===== src/rtl/rpl_ram.sv =====
// Generic single-port-write, single-port-read RAM with registered read data.
`default_nettype none
module rpl_ram #(
   parameter int Width = 8,
   parameter int Depth = 16
) (
   input  wire logic                     clock,
   input  wire logic                     we,
   input  wire logic [$clog2(Depth)-1:0] waddr,
   input  wire logic [Width-1:0]         wdata,
   input  wire logic                     re,
   input  wire logic [$clog2(Depth)-1:0] raddr,
   output logic      [Width-1:0]         rdata
);

   logic [Width-1:0] mem_ff [Depth];
   logic [Width-1:0] rdata_ff;

   always_ff @(posedge clock) begin
      if (we) begin
         mem_ff[waddr] <= wdata;
      end
      if (re) begin
         rdata_ff <= mem_ff[raddr];
      end
   end

   assign rdata = rdata_ff;

endmodule
`default_nettype wire


===== config.mk =====
export PLATFORM = sky130hd
export DESIGN_NAME = rpl_ram
export DESIGN_NICKNAME = d
export VERILOG_FILES = /design/src/rtl/rpl_ram.sv
export SDC_FILE = /design/constraint.sdc
export NUM_CORES = 1
export LEC_CHECK = 0
export BUFFER_PORTS_ARGS = -buffer_cell sky130_fd_sc_hd__buf_2
export CAP_MARGIN = 15
export CORE_MARGIN = 4
export CORE_UTILIZATION = 50
export CTS_CLUSTER_DIAMETER = 100
export DETAILED_ROUTE_END_ITERATION = 8
export GPL_TIMING_DRIVEN = 0
export PLACE_DENSITY = 0.75
export SYNTH_ARGS = -nofsm -noshare
export SYNTH_HDL_FRONTEND = slang
export SYNTH_SLANG_ARGS = --single-unit

===== constraint.sdc =====
create_clock -name clock -period 2.6 [get_ports clock]
set_input_delay 0.39 -clock clock [delete_from_list [all_inputs] [get_ports clock]]
set_output_delay 0.39 -clock clock [all_outputs]
set_load 0.02 [all_outputs]

* After elaboration in Yosys (flattened, before gate mapping) *
Memory sizes are Yosys's and may differ from the RTL's. A register that Yosys moved wholly into a read port is not among the register bits.
Index checks and enable logic that the tools add are counted.

cells by class
  bitwise operators = 0
  multiplexer cells = 2
  divide/modulo/power cells = 0
  multiply operators = 0
  add/subtract/negate cells = 0
  reduce and logical (&&, ||, !) cells = 0
  equality and inequality tests = 0
  $lt $le $gt $ge = 0
  shift-type cells = 0

operators with widths
  kind              count
  1-bit 2-to-1 mux  2

word-level totals
  word-level logic and storage cells = 3
  memories = 1
  bits in read-only memories = 0
  memory bits (writable) = 128
  output and inout bits = 8
  bits in registers = 0
  input bits = 19
  bits in latches = 0

memory list
  name    depth  width  rd ports  clocked after Yosys merged registers in  wr ports  RTL line  source
  mem_ff  16     8      1         1                                        1         16        logic [Width-1:0] mem_ff [Depth];

* Depth between registers and ports, before layout *
  depth in word-level cells = 2
  mapped depth = 5
  gate-level depth less buffers = 3

* Worst setup path before layout *
Ideal clock, no wire load.

  kind = input -> register
  from = in waddr[2]
  to = mem mem_ff[0][0] (enable)
  path buffers = 0
  required time = 2,217 ps
  setup slack = 717 ps
  setup time = 383 ps
  stages = 2
  data arrival time = 1,500 ps
  cell sequence = or3b_2 nor3_1

RTL lines
  item             RTL line  source
  start, declared  9         input wire logic [$clog2(Depth)-1:0] waddr,
  end, declared    16

No word-level cell before the write port.

==> key figures <==
Outcome
  – Result of the run: complete, no violations

Routing
  – Number of search-and-repair iterations in the first detailed-routing pass: 4
  – Number of vias in the routed layout: 2447
  – Residual DRC count: 0
  – Avg WL per Cell: 23.1 um
  – Initial drt markers: around 190
  – Post-detailed-route via-to-cell ratio: 5.74
  – Detailed-route wire length: roughly 10 mm
  – Detail Route Antenna Nets: 0

Critical path
  – Register-to-register setup slack: 1010 ps
  – Critical path capture point type: register
  – Maximum fanout along the worst path: 1
  – Critical path type: reg2reg
  – Count of buffering cells on the critical path with inverters included: 0
  – Nature of the critical path startpoint: register
  – Worst path slowest cell: mux4_1
  – CP Data Arrival Time: 1850 ps
  – Critical path cell sequence: mux4_1 > a22oi_1 > nand2_1
  – Dominant delay contributor by cell family on the critical path: multiplexers
  – Crit-path max cell delay: 570 ps
  – Required time of the critical path: 2860 ps

Synthesis
  – Synth top area share: 0.781
  – Syn_nets: 248
  – Number of enable-type register cells in the synthesized netlist: 136
  – Adder-cell area share of the yosys netlist: 0
  – Leading area contributor after synthesis: edfxtp_1
  – Compound-Gate Fraction of Synth Area: 0.0230
  – Sequential-to-total area share from yosys stat: 0.781
  – Per-instance average area after synthesis: approximately 23 um2
  – Area contributors post-synth: edfxtp_1 78%, mux4_2 7.8%, mux4_1 7.0%
  – Most used standard cell by instance count after synthesis: edfxtp_1
  – Most instantiated flip-flop cell in the synthesis netlist: edfxtp_1
  – Synth cell types: 18
  – Async set or reset register ratio after synthesis: 0
  – Main combinational cell family by area after synthesis: multiplexers
  – Simple logic cell fraction of the synthesized area: 0.0314
  – Yosys warning total: 0
  – Number of flip-flops and latches in the synthesized netlist: 136
  – Instance count of the mapped netlist: about 230
  – Most numerous cell types in the synthesized netlist: 136 x edfxtp_1, 18 x mux4_2, 16 x a22oi_1, 14 x mux4_1, 13 x nor2_1
  – Multiplexer share of the synthesized area: 0.148
  – Parity-gate share of the synthesized area counting xor and xnor cells: 0
  – Netlist area before placement: 0.00523 mm2

Placement
  – Hpwl dp: 6.11 mm
  – Number of buffers added on ports: 25
  – RD Place Congestion: 0.738

Floorplan
  – Y dimension of the die: 110 um
  – Number of rows created at floorplan: 37
  – Starting utilization of the core area: 0.511
  – Die Span X: roughly 110 um
  – Die Footprint: approximately 0.012 mm2
  – Floorplan Core Area: 0.0102 mm2
  – Number of placed I/O pins: 27

STA
  – Final clock period utilization by the worst path: 0.610
  – Achievable clock frequency: 0.630 GHz
  – Minimum clock period after layout: 1590 ps
  – Setup Viol. Count Final: 0
  – Relative slew margins: 0.472
  – Final hold violation count: 0
  – Setup repair after global routing missed its margin: no
  – Layout Skew: approximately 5.5 ps
  – Final total negative setup slack: 0 ps
  – Tightest Pin Transition: 788 ps
  – Final number of max-transition violations: 0

Global route
  – First-pass GRT wire length: approximately 15 mm
  – Largest net degree at the start of global routing: 17
  – Global-route congestion overflow total: 0
  – Initial antenna violation count: 0
  – Global-route usage over all layers: 0.185
  – Vias in the first global route: 2532

Clock tree
  – Number of buffers inserted during clock tree synthesis: 17
  – Max Buffers Root-to-Sink: 2
  – Clock-pin slew of the registers on the worst-case setup and hold paths: around 60 ps
  – Worst-Skew Late Latency: about 520 ps
  – Clock H-tree levels: 4
  – Number of buffers inserted for hold repair after clock tree synthesis: 0
  – Sink Count: 136
  – CTS tree: built
  – Number of buffers inserted by post-CTS setup repair: 0
  – Cts repair resizes: 0
  – Root buffer cell: clkbuf_8

Power and ir drop
  – Power Density: about 830 mW/mm2
  – Power share of the clock group: 0.464
  – Pint: roughly 0.004 W
  – Sequential share of power: 0.489
  – Switching pwr: 0.00104 W
  – Combinational share of power: 0.047
  – Standby leakage power: 2.06 nW
  – Total power draw: 0.00507 W
  – Maximum vdd ir drop: 0.527 mV
  – Switching share of power: 0.206

Finish
  – Footprint of the multi-input gates: between 0.001 and 0.0015 mm2
  – Number of antenna diodes: 0
  – Sequential cell area: 0.00408 mm2
  – Share of post-route cells with drive strength above 1: 0.310
  – Number of nets in the finished design: 296
  – Relative area change from synthesis to final layout: 17.4%
  – Fill cell instance count of the final layout: 697

Worst hold path
  – Min-delay worst type: in2reg

Run
  – Number of maximum-capacitance constraint violations: 0
[cell usage in the layout, fill, tap and decap left out]
cell type,Yosys,routed
and2b_1,1,1
nor3_1,4,4
clkbuf_8,0,1
buf_4,1,2
clkinvlp_4,0,2
clkinv_4,0,4
buf_2,3,30
nand3_1,1,1
bufinv_16,0,3
clkdlybuf4s25_2,3,3
mux4_1,14,14
nor2b_1,1,1
clkbuf_16,0,16
nor2_1,13,13
buf_6,3,3
nand2b_1,2,2
clkbuf_4,0,1
and2_1,1,1
or3b_2,1,1
inv_6,0,2
nand2_1,9,9
edfxtp_1,136,136
nand3b_1,2,2
mux4_2,18,18
clkinv_2,0,4
a22oi_1,16,16
[flip-flops by register name, indices dropped and copies added, names as in the netlist]
name / cells
mem_ff: 128
rdata: 8
[power by group through the flow]
stage                     clock [W]  combinational, W  sequential, W
after global placement            0          0.000234        0.00252
after CTS                   0.00238          0.000244        0.00248
after floorplan                   0          0.000125        0.00254
after detailed placement          0          0.000241        0.00253
after global routing        0.00249          0.000263        0.00249
final                       0.00235          0.000240        0.00248
[kinds of logic after synthesis]
| kind of cell | after synthesis |
|---|---|
| AOI/OAI and AO/OA | 16 |
| buffers and inverters | 10 |
| DFF | 136 |
| muxes | 32 |
| and+or+nand+nor | 35 |
[worst paths after layout]
path / to / startpoint / depth (start not counted)
worst max register to register: rdata[0] / mem_ff[5][0] / 3
worst max-delay path: rdata[0] / mem_ff[5][0] / 3
worst min-delay path: rdata[1] / re / 1
worst min register to register: rdata[1] / mem_ff[8][1] / 3
[metrics by stage]
stage,util,worst slack (ps),hold WS [ps],area [um2],instances
6_report,0.600,1010,220,6140,426
5_1_grt,0.600,962,212,6140,426
4_1_cts,0.599,1010,202,6130,424
3_5_place_dp,0.541,530,739,5540,392
3_3_place_gp,0.540,179,733,5520,390
2_1_floorplan,-,717,489,5230,229
[per-layer routing]
layer / track usage / vias to the layer above / wire [um]
li1: - / 1082 / -
met1: 0.248 / 1266 / 4030
met2: 0.289 / 85 / 4850
met3: 0.0547 / 14 / 708
met4: 0.0756 / 0 / 243
met5: 0 / - / 0
[final cells by class]
| cell class | count | area share |
|---|---|---|
| repair buffers | 29 | 0.0245 |
| plain buffers | 10 | 0.0141 |
| well taps | 136 | 0.0277 |
| clock inverters | 15 | 0.0289 |
| flip-flops and latches | 136 | 0.665 |
| multi-input cells | 83 | 0.172 |
| clock buffers | 17 | 0.0675 |
(Power assumes the default switching activity.)
