$ cat src/rtl/rpl_pkg.sv
// Shared types, constants and the entry merge function for the read pair layout merge.
`default_nettype none
package rpl_pkg;

   localparam int MaxReadLen = 512;

   localparam int BaseW  = 8;
   localparam int OpW    = 8;
   localparam int AgrW   = 8;
   localparam int QualW  = 16;
   localparam int FlagW  = 2;
   localparam int PosW   = 31;
   localparam int FuncW  = 2;
   localparam int EntryW = BaseW + OpW + AgrW + QualW + FlagW;

   // starts are signed; offsets, totals and the read-out counter span the
   // whole reference range plus one read
   localparam int StartW = 33;
   localparam int IdxW   = 33;

   localparam int ReqDataW = 80;
   localparam int RspDataW = 48;

   localparam logic [OpW-1:0]   OP_M      = 8'd77;
   localparam logic [OpW-1:0]   OP_S      = 8'd83;
   localparam logic [BaseW-1:0] BASE_N    = 8'd78;
   localparam logic [FlagW-1:0] FLAG_AGREE = 2'd2;
   localparam logic [FlagW-1:0] FLAG_NONE  = 2'd0;

   typedef enum logic [FuncW-1:0] {
      FUNC_LOAD_FIRST  = 2'd0,
      FUNC_LOAD_SECOND = 2'd1,
      FUNC_READ_OUT    = 2'd2,
      FUNC_UNUSED      = 2'd3
   } func_type;

   typedef enum logic [2:0] {
      ST_IDLE,
      ST_CALC,
      ST_TOTAL,
      ST_INDEX,
      ST_FETCH,
      ST_MERGE
   } state_type;

   typedef enum logic [1:0] {
      SRC_LEAD,
      SRC_MERGE,
      SRC_TRAIL,
      SRC_GAP
   } src_type;

   typedef struct packed {
      logic [BaseW-1:0] base;
      logic [OpW-1:0]   op;
      logic [AgrW-1:0]  agr;
      logic [QualW-1:0] qual;
      logic [FlagW-1:0] flag;
   } entry_type;

   typedef struct packed {
      logic    load;
      src_type src;
      logic    lead_first;
      logic    last;
   } merge_ctl_type;

   function automatic entry_type merge_pair(entry_type a, entry_type b);
      entry_type        r;
      logic [AgrW:0]    agr_sum;
      logic [QualW:0]   qual_sum;
      r        = a;
      agr_sum  = {1'b0, a.agr} + {1'b0, b.agr};
      qual_sum = {1'b0, a.qual} + {1'b0, b.qual};
      if (a.base == b.base) begin
         if (a.op == b.op || b.op == OP_S) begin
            r.agr  = agr_sum[AgrW] ? {AgrW{1'b1}} : agr_sum[AgrW-1:0];
            r.qual = qual_sum[QualW] ? {QualW{1'b1}} : qual_sum[QualW-1:0];
            r.flag = FLAG_AGREE;
         end else if (b.base != BASE_N) begin
            r.base = BASE_N;
            r.agr  = '0;
            r.flag = FLAG_NONE;
         end
      end else if (a.op == b.op) begin
         if (a.qual >= b.qual) begin
            r.qual = a.qual - b.qual;
         end else begin
            r.base = b.base;
            r.qual = b.qual - a.qual;
         end
         r.flag = FLAG_NONE;
      end else begin
         r.agr  = '0;
         r.qual = '0;
         r.flag = FLAG_NONE;
      end
      return r;
   endfunction

endpackage
`default_nettype wire

$ cat src/rtl/rpl_merge.sv
// Entry merge and result register: picks lead, trail, merged or gap entry and holds the word.
`default_nettype none
module rpl_merge (
   input  wire logic                      clock,
   input  wire logic                      reset,
   input  wire rpl_pkg::merge_ctl_type    ctl,
   input  wire rpl_pkg::entry_type        first_rdata,
   input  wire rpl_pkg::entry_type        second_rdata,
   output logic                           out_free,
   output logic                           rsp_tvalid,
   input  wire logic                      rsp_tready,
   output logic [rpl_pkg::RspDataW-1:0]   rsp_tdata,
   output logic                           rsp_tlast
);
   import rpl_pkg::*;

   entry_type lead_entry;
   entry_type trail_entry;
   entry_type result;
   entry_type data_ff;
   entry_type data_in;
   logic      valid_ff;
   logic      valid_in;
   logic      last_ff;
   logic      last_in;

   always_comb begin
      lead_entry  = ctl.lead_first ? first_rdata : second_rdata;
      trail_entry = ctl.lead_first ? second_rdata : first_rdata;
      case (ctl.src)
         SRC_LEAD:  result = lead_entry;
         SRC_MERGE: result = merge_pair(lead_entry, trail_entry);
         SRC_TRAIL: result = trail_entry;
         SRC_GAP:   result = '{base: BASE_N, op: '0, agr: '0, qual: '0, flag: '0};
         default:   result = lead_entry;
      endcase
   end

   assign out_free = !valid_ff || rsp_tready;

   always_comb begin
      data_in  = data_ff;
      last_in  = last_ff;
      valid_in = valid_ff && !rsp_tready;
      if (ctl.load) begin
         data_in  = result;
         last_in  = ctl.last;
         valid_in = 1'b1;
      end
   end

   always_ff @(posedge clock) begin
      if (reset) begin
         valid_ff <= 1'b0;
      end else begin
         valid_ff <= valid_in;
      end
   end

   always_ff @(posedge clock) begin
      data_ff <= data_in;
      last_ff <= last_in;
   end

   assign rsp_tvalid = valid_ff;
   assign rsp_tlast  = last_ff;
   assign rsp_tdata  = {{(RspDataW - EntryW){1'b0}},
                        data_ff.flag, data_ff.qual, data_ff.agr, data_ff.op, data_ff.base};

endmodule
`default_nettype wire

$ cat config.mk
export PLATFORM = sky130hd
export DESIGN_NAME = rpl_merge
export DESIGN_NICKNAME = d
export VERILOG_FILES = /design/src/rtl/rpl_pkg.sv /design/src/rtl/rpl_merge.sv
export SDC_FILE = /design/constraint.sdc
export NUM_CORES = 1
export LEC_CHECK = 0
export ABC_AREA = 0
export BUFFER_PORTS_ARGS = -buffer_cell sky130_fd_sc_hd__buf_2
export CAP_MARGIN = 5
export CORE_MARGIN = 4
export CORE_UTILIZATION = 40
export CTS_BUF_LIST = sky130_fd_sc_hd__clkbuf_16
export DETAILED_ROUTE_END_ITERATION = 16
export GPL_TIMING_DRIVEN = 0
export PLACE_DENSITY = 0.72
export SLEW_MARGIN = 40
export SYNTH_ARGS = -nofsm -noshare
export SYNTH_HDL_FRONTEND = slang
export SYNTH_SLANG_ARGS = --single-unit
$ cat constraint.sdc
create_clock -name clock -period 11.4 [get_ports clock]
set_input_delay 0.57 -clock clock [delete_from_list [all_inputs] [get_ports clock]]
set_output_delay 0.57 -clock clock [all_outputs]
set_load 0.005 [all_outputs]
Yosys cells after proc, flatten, opt, wreduce, memory -nomap -nowiden
Cells that the tools add are included.
- magnitude comparators: 1
- mux-type cells: 20
- reductions and logical operators: 6
- equal/unequal tests: 7
- add/sub/neg operators: 4
- operators with widths (cell ; count):
    one-hot mux 42 bit (4 select lines) ; 1
    2-to-1 mux 42 bit ; 2
    2-to-1 mux 8 bit ; 9
    2-to-1 mux 16 bit ; 3
    subtractor 16 bit ; 2
    2-to-1 mux 26 bit ; 1
    2-to-1 mux 18 bit ; 1
    adder 16 x 16 -> 17 bit ; 1
    == test 8 bit ; 2
    >= comparator 16 bit ; 1
    adder 8 x 8 -> 9 bit ; 1
    == test 8 x 7 -> 1 bit, second input constant ; 1
    != test 8 x 7 -> 1 bit, second input constant ; 1
    == test 2 bit, second input constant ; 2
    2-to-1 mux 2 bit ; 2
    == test 2 x 1 -> 1 bit, second input constant ; 1
    logical NOT 1 bit ; 2
    logical NOT 2 bit ; 1
    logical OR 1 bit ; 2
    logical AND 1 bit ; 1
    2-to-1 mux 1 bit ; 1
- register bits after elaboration: 44
- logic and storage cells: 45
- output and inout port bits: 51
- input bits: 92

Depth between registers and ports, before layout
- depth after elaboration: 6
- mapped depth: 19
- mapped depth without buffers: 14

Worst setup path after synthesis
OpenSTA, ideal clock, no wires.
- kind: input port to flip-flop
- start: in ctl[1] (netlist bit)
- end: reg data_ff, in the netlist rsp_tdata[36], data pin
- path slack: 7.197 ns
- data required time: 11.139 ns
- stages: 16
- path buffers: 4
- arrival: 3.942 ns
- library setup time: 0.261 ns
- cell sequence: buf_2 -> buf_1 -> buf_2 -> mux2i_1 -> inv_1 -> fa_1 -> nand3_2 -> a311oi_2 -> o21bai_1 -> a22oi_2 -> buf_6 -> a2111o_1 -> a22oi_2 -> xnor2_1 -> o21ai_1 -> o32a_1
- RTL lines (what ; RTL line ; source):
    start: declaration ; rpl_merge.sv:6 ; input wire rpl_pkg::merge_ctl_type ctl,
    end signal: assignment ; rpl_merge.sv:61 ; data_ff <= data_in;
    end: declaration ; rpl_merge.sv:20 ; entry_type data_ff;

==> summary.md <==
| Metric | Value |
|---|---|
| Max Clk Rate | `roughly 190 MHz` |
| Slew Viols, Final | `0` |
| Max incr delay on CP | `roughly 0.61 ns` |
| Cell repeated most along the worst path | `buf_2` |
| I/O pin cnt | `between 100 and 150` |
| Crit Path Class | `in2reg` |
| Crit end category | `flip-flop` |
| Chip Height | `135 um` |
| Worst-Skew Late Latency | `approximately 0.29 ns` |
| Pint | `approximately 460 uW` |
| Clk pwr share | `between 20% and 30%` |
| Post-synthesis compound-gate area fraction | `about a quarter` |
| Vias in the first global route | `about 6.3k` |
| Status | `finished, final reports clean` |
| Row count | `46` |
| Final setup TNS | `0 ns` |
| Share of the synthesized area in the top cell type | `between 10% and 20%` |
| Synth Area in Simple Gates | `12.7%` |
| Area leader, netlist | `edfxtp_1` |
| Final Hold Vio Count | `0` |
| Crit-path slowest cell | `buf_1` |
| Cell family with most CP delay | `buffers and inverters` |
| Cell area after synthesis | `0.00647 mm2` |
| Synth Area in XOR/XNOR | `under 10%` |
| Most frequent cells in the layout | `149 x buf_2, 70 x mux2i_1, 62 x a21oi_1, 57 x inv_1, 56 x ha_1` |
| Worst Setup Start Kind | `primary input` |
| Hold WC Path Type | `in2reg` |
| R2R depth | `2` |
| Min cycle time layout | `about 5.4 ns` |
| Synthesized instance count | `approximately 770` |
| Commonest non-fill, non-tap cell in the layout | `buf_2` |
| Post-route ant nets | `0` |
| Post-layout util | `between 40% and 50%` |
| Hold WS | `about 0.42 ns` |
| Setup Viol. Count Final | `0` |
| Buf/Inv on CP | `5` |
| Area growth, synth to finish | `17.6%` |
| Avg WL per Cell | `a little under 20 um` |
| Post-synthesis sequential area ratio | `20.3%` |
| Crit path required time | `between 10 and 15 ns` |
| Switching Share | `between 30% and 40%` |
| Synth cell types | `between 80 and 90` |
| Vias | `~6.6k` |
| Core ar. | `roughly 0.016 mm2` |
| Slew margin rel. | `45.9%` |
| CTS tree | `yes` |
| PwrDens | `approximately 99 mW/mm2` |
| Maximum vdd drop | `~0.056 mV` |
| Unrepaired setup endpoints after global routing | `no` |
| Worst R2R End | `rsp_tvalid` |
| Starting DRT DRC Count | `between 700 and 800` |
| CP Max Fanout | `10` |
| Worst setup path startpoint | `ctl[1]` |
| DP Wirelength | `16600 um` |
| Initial antenna violation count | `0` |
| Critical Path End | `rsp_tdata[32]` |
| Antenna cells | `0` |
| Gr ovfl total | `0` |
| Reg2reg setup slack | `10.82 ns` |
| Mux share of post-synthesis cell area | `approximately 14%` |
| Clock sinks | `44` |
| Initial Utilization | `a little over 40%` |
| Cells along the critical path | `buf_2 -> buf_1 -> buf_2 -> mux2i_1 -> inv_1 -> fa_1 -> nand2b_1 -> a221oi_2 -> nor2_1 -> o41a_4 -> nor4_2 -> nor3_2 -> buf_2 -> a221oi_1 -> nor2_1 -> o21ai_1` |
| Leak pwr | `between 3 and 4 nW` |
| First-pass GRT wire length | `33300 um` |
| Clock Path Buffers | `2` |
| # hold bufs at CTS | `0` |
| Synth warnings | `0` |
| Residual DRC | `0` |
| Post-synth ARST share | `0%` |
| NetSw | `between 200 and 300 uW` |
| Seq pwr share | `26.4%` |
| Worst R2R Start | `rsp_tvalid` |
| Seq cells post-synth | `44` |
| Synth Flop Type | `edfxtp_1` |
| Layout cell share with drive strength beyond 1 | `23.5%` |
| Port bufs | `135` |
| Syn avg cell area | `about 8.5 um2` |
| Comb power frac | `between 50% and 60%` |
| Total Wirelength | `21800 um` |
| Worst Skew | `0 ns` |
| Avg Vias per Cell | `about 5.9` |
| GRT Util Overall | `22.9%` |
| Post-CTS setup buffers | `0` |
| Post-cts repair resize count | `0` |
| CTS Buf Count | `5` |
| Clock Pin Slew Worst Setup and Hold Paths | `0.08 ns` |
| Post-synthesis adder-cell area fraction | `12.1%` |
| Max-cap violations | `0` |
| Levels on crit path | `16` |
| Post-synth EDFFs | `between 40 and 50` |
| Drt pass-1 iters | `5` |
| Die X | `roughly 140 um` |
| Largest family of logic cells by synthesized area | `compound AO/OA/AOI/OAI gates` |
| Actual slew at the worst max-slew pin | `0.812 ns` |
| H-tree depth | `2` |
| DIE AREA | `between 0.015 and 0.02 mm2` |
| Largest net degree at the start of global routing | `45` |
| Period utilization | `between 40% and 50%` |
| Worst Path Arrival | `5.41 ns` |
| GP Congestion | `0.961` |
| Nets@finish | `around 1.1k` |
| Clock Tree Root | `clkbuf_16` |
| Synth area leaders | `edfxtp_1 20%, ha_1 11%, mux2i_1 11%` |
-- how the worst min path moves through the flow --
| stage | start | endpoint | cells past startpoint |
|---|---|---|---|
| after CTS | reset | rsp_tvalid | 2 |
| final | reset | rsp_tvalid | 2 |
| after global routing | reset | rsp_tvalid | 2 |
| after floorplan | rsp_tvalid | rsp_tvalid | 2 |
| after global placement | rsp_tvalid | rsp_tvalid | 2 |
| after detailed placement | rsp_tvalid | rsp_tvalid | 2 |
-- cell families after synthesis --
group | after synthesis
compound gates | 252
buf+inv | 112
simple gates | 162
fa+ha+maj | 60
flops | 44
mux | 90
xor+xnor | 45
other cells | 1
-- worst reg2reg max path: stages, from the launching register on --
cell and delay [ns]:
dfxtp_1 0.32, nand2b_1 0.07, a21oi_1 0.13
-- cell type report --
class / instances / area, um2
plain buffers: 53 / 287
clock buffers: 5 / 125
clock inverters: 3 / 42.5
fillers: 1600 / 8270
inverters: 59 / 221
multi-input cells: 615 / 4680
flip-flops and latches: 44 / 1310
well taps: 216 / 270
repair buffers: 135 / 678
-- state kept, by name, summed over array words and instances (netlist names) --
name	count
rsp_tlast	1
rsp_tdata	42
rsp_tvalid	1
-- synth_stat cells, types with 17 or more instances --
cell type	count
mux2i_1	70
a21oi_1	62
inv_1	57
ha_1	56
nor2_1	53
o21ai_0	47
edfxtp_1	43
nand2_1	35
xnor2_1	25
mux2_2	20
xor2_1	20
o22ai_1	17
-- power groups by stage --
stage / Sequential, mW / Combinational, mW / Clock [mW]
after global placement: 0.203 / 0.368 / 0
after detailed placement: 0.203 / 0.371 / 0
after global routing: 0.200 / 0.415 / 0.180
after CTS: 0.199 / 0.374 / 0.173
after floorplan: 0.205 / 0.259 / 0
final: 0.199 / 0.381 / 0.173
-- per-layer routing --
| metal | wire length (um) | up-vias | global-route usage, % |
|---|---|---|---|
| li1 | - | 3129 | - |
| met1 | 9420 | 3106 | 30.7 |
| met2 | 10000 | 337 | 38.1 |
| met3 | 1810 | 43 | 2.82 |
| met4 | 578 | 0 | 7.73 |
| met5 | 0 | - | 0 |
-- per-stage QoR --
stage               setup WS [ns]  std cells  area, um2  power (mW)
floorplan                    7.20        771       6490       0.465
global placement             5.84       1122       7440       0.571
detailed placement           5.82       1122       7450       0.574
CTS                          6.13       1130       7620       0.747
global route                 5.77       1130       7620       0.796
finish                       6.03       1130       7620       0.754
Note: power is estimated with default switching activity, not from simulation.
